--- config.mk ---
export PLATFORM = sky130hd
export DESIGN_NAME = vlmr_ctrl
export DESIGN_NICKNAME = d
export VERILOG_FILES = /design/src/rtl/vlmr_pkg.sv /design/src/rtl/vlmr_ctrl.sv
export SDC_FILE = /design/constraint.sdc
export NUM_CORES = 1
export LEC_CHECK = 0
export BUFFER_PORTS_ARGS = -buffer_cell sky130_fd_sc_hd__buf_4
export CORE_AREA = 2 2 39 41
export DETAILED_ROUTE_END_ITERATION = 7
export DIE_AREA = 0 0 41 43
export GPL_TIMING_DRIVEN = 0
export PLACE_DENSITY = 0.43
export SYNTH_ARGS = -nofsm -noshare
export SYNTH_HDL_FRONTEND = slang
export SYNTH_SLANG_ARGS = --single-unit
--- constraint.sdc ---
create_clock -name clock -period 1.04 [get_ports clock]
set_input_delay 0.156 -clock clock [delete_from_list [all_inputs] [get_ports clock]]
set_output_delay 0.156 -clock clock [all_outputs]
set_load 0.05 [all_outputs]
--- src/rtl/vlmr_pkg.sv ---
// vlmr_pkg: shared widths, codes, state machine type and the command and status
// structs between the controller and the datapath of the message ring
// no dependencies
`timescale 1ns / 1ps

package vlmr_pkg;

   localparam int SIZE_W            = 11;
   localparam int LEN_W             = 7;
   localparam int BYTE_W            = 8;
   localparam int STAT_W            = 3;
   localparam int TYPE_W            = 2;
   localparam int CSR_IDX_W         = 1;
   localparam int DEF_STORE_BYTES   = 1024;
   localparam int DEF_MAX_MSG_BYTES = 64;
   localparam int HEADER_BYTES      = 4;

   // register indexes of the configuration port
   localparam logic [CSR_IDX_W-1:0] CSR_BUFFER_SIZE = 1'b0;
   localparam logic [CSR_IDX_W-1:0] CSR_MAX_MSG     = 1'b1;

   typedef enum logic [TYPE_W-1:0] {
      REQ_SEND_BEGIN = 2'd0,
      REQ_SEND_DATA  = 2'd1,
      REQ_RECEIVE    = 2'd2,
      REQ_UNUSED     = 2'd3
   } req_kind_type;

   typedef enum logic [STAT_W-1:0] {
      ST_OK      = 3'd0,
      ST_BAD_LEN = 3'd1,
      ST_NO_ROOM = 3'd2,
      ST_EMPTY   = 3'd3,
      ST_IGNORED = 3'd4,
      ST_BUSY    = 3'd5
   } status_type;

   typedef enum logic [2:0] {
      FSM_IDLE,
      FSM_HDR_RD,
      FSM_HDR_LD,
      FSM_BYTE_RD,
      FSM_BYTE_OUT
   } fsm_state_type;

   typedef struct packed {
      logic simple_load;
      logic rx_start;
      logic hdr_read;
      logic hdr_load;
      logic byte_read;
      logic byte_emit;
   } ctrl_cmd_type;

   typedef struct packed {
      logic rx_go;
      logic out_free;
      logic last_byte;
      logic zero_len;
   } dp_status_type;

endpackage

--- src/rtl/vlmr_ctrl.sv ---
// vlmr_ctrl: state machine that sequences beat acceptance and the receive run
// depends on vlmr_pkg
`timescale 1ns / 1ps

module vlmr_ctrl (
   input  logic                    clock,
   input  logic                    reset,
   input  logic                    req_valid,
   output logic                    req_ready,
   input  vlmr_pkg::dp_status_type dp_status,
   output vlmr_pkg::ctrl_cmd_type  cmd
);
   import vlmr_pkg::*;

   fsm_state_type state_ff, state_in;
   logic          accept;

   assign req_ready = (state_ff == FSM_IDLE) && dp_status.out_free;
   assign accept    = req_valid && req_ready;

   // state register
   always_ff @(posedge clock) begin
      if (reset) begin
         state_ff <= FSM_IDLE;
      end else begin
         state_ff <= state_in;
      end
   end

   // next state
   always_comb begin
      state_in = state_ff;
      case (state_ff)
         FSM_IDLE: begin
            if (accept && dp_status.rx_go) state_in = FSM_HDR_RD;
         end
         FSM_HDR_RD: begin
            state_in = FSM_HDR_LD;
         end
         FSM_HDR_LD: begin
            state_in = dp_status.zero_len ? FSM_BYTE_OUT : FSM_BYTE_RD;
         end
         FSM_BYTE_RD: begin
            state_in = FSM_BYTE_OUT;
         end
         FSM_BYTE_OUT: begin
            if (dp_status.out_free) begin
               state_in = dp_status.last_byte ? FSM_IDLE : FSM_BYTE_RD;
            end
         end
         default: begin
            state_in = FSM_IDLE;
         end
      endcase
   end

   // commands to the datapath
   always_comb begin
      cmd = '0;
      case (state_ff)
         FSM_IDLE: begin
            cmd.simple_load = accept && !dp_status.rx_go;
            cmd.rx_start    = accept && dp_status.rx_go;
         end
         FSM_HDR_RD:   cmd.hdr_read  = 1'b1;
         FSM_HDR_LD:   cmd.hdr_load  = 1'b1;
         FSM_BYTE_RD:  cmd.byte_read = 1'b1;
         FSM_BYTE_OUT: cmd.byte_emit = dp_status.out_free;
         default:      cmd = '0;
      endcase
   end

endmodule

Word level (Yosys, flattened, before mapping) --
Cells that the tools add are included.
Word-level totals: word-level logic and storage cells 24, input bits 7, bits in registers 3
Operators by class: reductions and logical operators 7, equality and inequality tests 6, multiplexer cells 10
Operator list (count):
- one-hot mux 3 bit (5 select lines) | 1
- two-way mux 3 bit | 3
- equality test 3 x 2 -> 1 bit, second input constant | 2
- logical AND 1 bit | 4
- two-way mux 1 bit | 4
- two-way mux 2 bit | 2
- equality test 3 x 1 -> 1 bit, second input constant | 1
- equality test 3 bit, second input constant | 1
- logical NOT 3 bit | 1
- inequality test 2 x 1 -> 1 bit, second input constant | 1
- inequality test 2 bit, second input constant | 1
- AND reduction 2 bit | 1
- logical NOT 1 bit | 1

Longest topological paths before layout --
Gate-level depths: netlist of the first run.
word-level depth 6, mapped depth 4

Worst setup path before layout of the first run --
No wires, ideal clock.
path type flip-flop to output port, start reg state_ff[0], end out cmd[5] (netlist bit), required time 0.884 ns, setup slack -1.329 ns, data arrival time 2.213 ns, stages on the path, launching flop included 5, buffers on the path 1, cell sequence dfxtp_1 -> buf_4 -> nor4b_2 -> nand2_1 -> nor2_1
RTL lines:
- from (decl) | line vlmr_ctrl.sv:15 | fsm_state_type state_ff, state_in;
- from (signal assigned) | line vlmr_ctrl.sv:26 | state_ff <= state_in;
- to (decl) | line vlmr_ctrl.sv:11 | output vlmr_pkg::ctrl_cmd_type cmd

==> results.md, run 1 <==
- Outcome: complete, but fails checks
- Failing checks: negative setup slack
- Syn Inst Count: 28
- P per Cell Area: just under 900 nW/um^2
- CTS clk-pin slew, worst paths: 0.04 ns
- CTS tree: done
- Layout Nets: 60
- # rows: 14
- I/O Pins: 14
- Cell area after synthesis: 209.0 sq um
- Max reg flops: 3
- Setup WS pre-CTS: -0.2475 ns
- Hold Vio Cnt, Final: 0
- Area added between synthesis and finish: 173.1%
- RSZ-0062 raised after global routing: true
- Final core occ: 41.23%
- Clk_lat worst skew: roughly 0.23 ns
- GPL Wtd Cong: 0.6800
- Share of cells above drive strength 1: about four fifths
- Slew @ Worst Pin: 0.2463 ns
- FF/Latch Area: 68.82 sq um
- Slew Limit Fails: 0
- Post-synthesis sequential area ratio: 28.74%
- First-pass GRT wire length: 1076 um
- Final hold slack: 0.09920 ns
- Sw frac: 31.04%
- Commonest non-fill, non-tap cell in the layout: buf_6
- Die Y: 43 um
- Final clock skew: 0.005396 ns
- Sequential share of power: between 20% and 30%
- Port bufs: 13
- Crit. End Element: primary output
- Post-route DRC: 0
- Maxcap violations: 0
- Setup-failing EPs final: 9
- Max FO, Critical Path: 3
- Area of the multi-input gates: 230.2 sq um
- Clock Path Buffers: 2
- Core region area: 1384 sq um
- Logic pwr share: 35.2%
- Post-Syn Nets: 35
- Max_slew headroom: between 80% and 90%
- DR iter-0 viols: 0
- Most frequent cells in the layout: buf_6 (9), buf_4 (8), nor2_4 (4), buf_8 (4), clkbuf_4 (3)
- Hold WC Path Type: in2reg
- Clk network pwr share: 40.3%
- CTS Buf Count: 3
- Biggest register: state_ff
- Final WS setup: -0.3731 ns
- CP Launch Type: flip-flop
- Post-layout min period: 1.413 ns
- Worst setup path class: reg2out
- Vias: 290
- Antenna viol nets, final: 0
- Filler cells: 148
- Largest regs: state_ff (3)
- Overall routing resource usage: 9.428%
- Pre-antenna DRT Iters: 1
- Via/cell ratio: 4.265
- Total die area: 1763 sq um
- Number of global-route vias before repair: 277
- Ant. Diodes: 0
- Maximum vdd drop: between 0.7 and 0.8 mV
- CTS Sinks: 3
- Synth cell types: 17
- Yosys warns: 0
- Syn avg cell area: 7.462 sq um
- Final wirelength: 752 um
- Worst EP required: 0.88 ns
- Avg WL per Cell: 11.06 um
- Clk root buf: clkbuf_4
- Largest net degree at the start of global routing: 7
- Initial antenna violation count: 0
- Total gr overflow: 0
- Internal power: 0.3443 mW
- Pleak: 0.2343 nW
- Switching power: 0.1549 mW
- Max Clk Rate: 0.7077 GHz
- Final worst path period share: 135.9%
- Post-CTS Hold Fix Bufs: 0
- TNS Setup: -2.219 ns
- Initial Util: 15.10%
- Die width: 41 um
- Yosys reg bits: 3
- Htree depth: 1
- Critical Path AT: 1.26 ns
-- critical path, stage by stage, from the launching register on --
cell and delay [ns]:
dfxtp_4 0.34, nor4b_4 0.31, nand2_1 0.13, nor2_4 0.09, buf_6 0.16
-- cells by family (layout without fill, tap and decap cells) --
group           Yosys count  in the layout  synth area share (%)
buf+inv                   2             26                 5.389
flops                     3              3                 28.74
compound gates            5              5                 19.16
simple gates             18             18                 46.71
-- through the flow --
step	cells	area, sq um	total power, mW
after floorplan	28	257.7	0.2101
after global placement	57	375.4	0.2560
after detailed placement	57	375.4	0.2571
after CTS	67	541.8	0.5018
after global routing	68	570.5	0.5285
final	68	570.5	0.4992
-- path summary, 6_finish.rpt --
kind	end	depth (start not counted)	slack [ns]	startpoint
max	cmd[5]	4	-0.37	state_ff[0]
min	state_ff[2]	2	0.1	reset
max reg2reg	state_ff[1]	5	-0.11	state_ff[2]
min reg2reg	state_ff[0]	2	0.70	state_ff[1]
-- Yosys cell counts (all sizes together) --
master,count,area share [%]
nor2,7,13
dfxtp,3,29
nor3,3,7.2
and3,2,6.6
nand2,2,3.6
nand2b,2,7.2
a21oi,1,2.4
a31oi,1,3.0
buf,1,3.6
inv,1,1.8
nand3,1,2.4
nor4b,1,7.2
o211a,1,4.8
o31a,1,4.2
o32a,1,4.8
-- area by class of cell --
class | count | area share (%)
multi-input cells | 23 | 40.35
repair buffers | 21 | 38.82
flip-flops and latches | 3 | 12.06
clock buffers | 4 | 4.605
well taps | 16 | 3.509
inverters | 1 | 0.6579
-- power by group through the flow --
stage	clock network (mW)	registers (mW)	logic, mW
2_1_floorplan	0	0.124	0.0856
3_3_place_gp	0	0.125	0.131
3_5_place_dp	0	0.125	0.132
4_1_cts	0.212	0.123	0.167
5_1_grt	0.221	0.123	0.184
6_report	0.201	0.122	0.176
-- metal layers --
layer | track usage (%) | up-vias | part of all wire [%]
met3 | 4.712 | 0 | 2.5
li1 | - | 151 | -
met1 | 7.372 | 135 | 34
met4 | 4.000 | 0 | 0
met5 | 0 | - | 0
met2 | 17.50 | 4 | 63
-- timing repair --
item,4_1_cts,5_1_grt
resized for setup,27,7
buffers inserted,7,2
setup endpoints to repair,10,10
pin swaps,7,8
(Power assumes the default switching activity.)
==> run 2: changes to the inputs <==
ABC_AREA = 1   (was unset)
PLACE_DENSITY = 0.44   (was 0.43)
==> run 2 against run 1 <==
Compared with the run above:
- the flow still finishes with violations (negative setup slack)
- flip-flop and latch count unchanged
- fmax increased by 3.8%
- non-clock buffer count decreased by 1
- core utilization decreased by 2.7 points
- sequential power about the same
- clock skew decreased by 0.0051 ns
- register-to-register slack got worse by 0.10 ns
- total power increased by 2.1%
- combinational power increased by 3%
- critical endpoint unchanged
==> results.md, run 2 <==
- Reg2reg setup slack: -0.21 ns (-0.10 ns)
- Ant. Diodes: 0 (unchanged)
- Switching power: 0.1696 mW (+9.5%)
- Slowest stage cell on the critical path: dfxtp_4
- Final core occ: 38.52% (-2.7 points)
- Via/cell ratio: 4.093 (-4.0%)
- Worst setup path class: reg2out
- Synth cell count leaders: inv_1 (6), nand3_1 (6), nor2_1 (6)
- Sw frac: 33.28% (+2.2 points)
- Area added between synthesis and finish: 143.4%
- Crit. End Element: primary output
- Yosys top cell by area: dfxtp_1
- Htree depth: 1 (unchanged)
- Die Y: 43 um (unchanged)
- Max FO, Critical Path: 3 (unchanged)
- Post-synth EDFFs: 0 (unchanged)
- Worst path bufs/invs: 1 (unchanged)
- Maximum vdd drop: 0.4927 mV (-31%)
- Hold_sp: reset
- CP max stage delay: 0.36 ns (+0.02 ns)
- Max Clk Rate: 0.7343 GHz (+3.8%)
- Max reg flops: 3 (unchanged)
- Top Family by Delay on Critical Path: simple AND/OR/NAND/NOR gates
- Overall routing resource usage: 9.820% (+0.39 points)
- Final wirelength: 697 um (-7.3%)
- Biggest register: state_ff
- Largest net degree at the start of global routing: 7 (unchanged)
- Die width: 41 um (unchanged)
- Placed Cells: 64 (+12%)
- Initial antenna violation count: 0 (unchanged)
- Antenna viol nets, final: 0 (unchanged)
- DR iter-0 viols: 0 (unchanged)
- Maxcap violations: 0 (unchanged)
- First-pass GRT wire length: 1104 um (+2.6%)
- Cell area after synthesis: 219.0 sq um (+4.8%)
- Yosys reg bits: 3 (unchanged)
- Avg WL per Cell: 9.293 um (-16%)
- Layout Nets: 67 (+12%)
- Clk network pwr share: 39.7% (-0.6 points)
- Final clock skew: 0.0002755 ns (-0.005120 ns)
- RSZ-0062 raised after global routing: true
- Failing checks: negative setup slack
- Post-route cell area: 533.0 sq um (-6.6%)
- Syn Inst Count: 35 (+25%)
- Number of global-route vias before repair: 296 (+6.9%)
- HPWL after detailed placement: 479.4 um
- # rows: 14 (unchanged)
- Post-Syn Nets: 42 (+20%)
- I/O Pins: 14 (unchanged)
- Final worst path period share: 130.9% (-4.9 points)
- Worst reg2reg startpoint: state_ff[1]
- CTS tree: done
- CTS Buf Count: 3 (unchanged)
- GPL Wtd Cong: 0.6805 (about the same)
- Max_slew headroom: 83.79% (+0.28 points)
- Final WS setup: -0.3219 ns (+0.05125 ns)
- Commonest non-fill, non-tap cell in the layout: buf_4
- Largest regs: state_ff (3)
- Sequential share of power: 24.5% (about the same)
- Final hold slack: 0.09727 ns (-0.001927 ns)
- Yosys warns: 0 (unchanged)
- Total gr overflow: 0 (unchanged)
- Worst Hold Depth: 2 (unchanged)
- Core region area: 1384 sq um (unchanged)
- Internal power: 0.3401 mW (-1.2%)
- CTS Sinks: 3 (unchanged)
- Slew Limit Fails: 0 (unchanged)
- Critical Path AT: 1.21 ns (-0.05 ns)
- Logic pwr share: 35.8% (+0.6 points)
- Syn avg cell area: 6.256 sq um (-16%)
- Setup-failing EPs final: 10 (+1)
- CP Launch Type: flip-flop
- TNS Setup: -2.406 ns (-0.1864 ns)
- Share of cells above drive strength 1: 69.49% (-11 points)
- Vias: 307 (+5.9%)
- Setup WS pre-CTS: -0.2110 ns (+0.03649 ns)
- Outcome: complete, but fails checks
- P per Cell Area: 956.4 nW/um^2 (+9.3%)
- Port bufs: 13 (unchanged)
- Dominant synthesized flop cell: dfxtp_1
- Ys async rst share: 0% (unchanged)
- Most frequent CP cell: nor2_4
- Reg2reg path depth: 9 (+4)
- Clk root buf: clkbuf_4
- Total die area: 1763 sq um (unchanged)
- WHS Endpoint: state_ff[0]
- CTS clk-pin slew, worst paths: 0.04 ns (about the same)
- Post-route DRC: 0 (unchanged)
- Hold Vio Cnt, Final: 0 (unchanged)
- FF-to-FF End: state_ff[0]
- Post-synthesis sequential area ratio: 27.43% (-1.3 points)
- Hold WC Path Type: in2reg
- Worst EP required: 0.88 ns (about the same)
- Post-synth top area share: 27.43% (-1.3 points)
- Clock Path Buffers: 2 (unchanged)
- Synth cell types: 13 (-4)
- Slew @ Worst Pin: 0.2428 ns (-0.003421 ns)
- Largest cells by area after synthesis: dfxtp_1 (27%), nand3_1 (14%), inv_1 (10%)
- Pleak: 0.2396 nW (+2.3%)
- Pre-antenna DRT Iters: 1 (unchanged)
- Non-filler cells in the finished layout: 75 (+10%)
- Post-layout min period: 1.362 ns (-0.05125 ns)
- Clk_lat worst skew: 0.23 ns (about the same)
- Critical-path cell list: nor2_4 -> nand2_4 -> nor2_4 -> nand2_4 -> nor2_4 -> buf_8
- Critical Path Start: state_ff[1]
- Most frequent cells in the layout: buf_4 (13), nor2_4 (6), nand3_1 (6)
- Pwr Total: 0.5098 mW (+2.1%)
- Initial Util: 15.82% (+0.72 points)
- Post-DP Area: 394.1 sq um (+5.0%)
[run 2: cell types whose count changed in the layout (fill, tap and decap cells not counted), sizes merged, moves of 2 or more]
cell    delta
and3       -2
inv        +8
nand2b     -2
nand3      +5
nand3b     +2
nor2       +2
nor3       -3
[run 2: cell families (layout without fill, tap and decap cells)]
logic type      count (synthesis)  count (layout)  synth area share [%]
simple gates                   20              20                 46.86
buf+inv                         9              33                 15.43
compound gates                  3               3                 10.28
flops                           3               3                 27.43
[run 2: routing by layer]
layer	GRT usage [%]	vias up	wire length, um	share of wire (%)
met5	0	-	0	0
met4	10.00	0	0	0
met3	1.571	0	56	8.0
met2	14.69	10	378	54
met1	10.54	137	261	37
li1	-	160	-	-
[run 2: timing repair]
action | in CTS | in global routing
pin swaps | 6 | 1
resized for setup | 17 | 2
setup endpoints to repair | 7 | 9
buffers inserted | 4 | 3
hold buffers | 0 | 0
[run 2: final cells by class]
type                    instances  area (sq um)
clock buffers                   4         26.28
fillers                       145         850.8
inverters                       9         38.79
multi-input cells              23         192.7
flip-flops and latches          3         71.32
well taps                      16         20.02
repair buffers                 20         183.9
[run 2: worst max path at each step]
stage | depth (start not counted) | slack (ns) | to
detailed placement | 6 | -0.21 | cmd[4]
floorplan | 5 | -0.42 | cmd[4]
CTS | 6 | -0.33 | cmd[4]
global route | 6 | -0.40 | cmd[5]
finish | 6 | -0.32 | cmd[5]
global placement | 6 | -0.21 | cmd[4]
[run 2: power by group through the flow]
| stage | clock network, mW | registers, mW | logic, mW |
|---|---|---|---|
| 2_1_floorplan | 0 | 0.130 | 0.102 |
| 3_3_place_gp | 0 | 0.132 | 0.148 |
| 3_5_place_dp | 0 | 0.132 | 0.148 |
| 4_1_cts | 0.216 | 0.125 | 0.178 |
| 5_1_grt | 0.224 | 0.126 | 0.196 |
| 6_report | 0.202 | 0.125 | 0.182 |
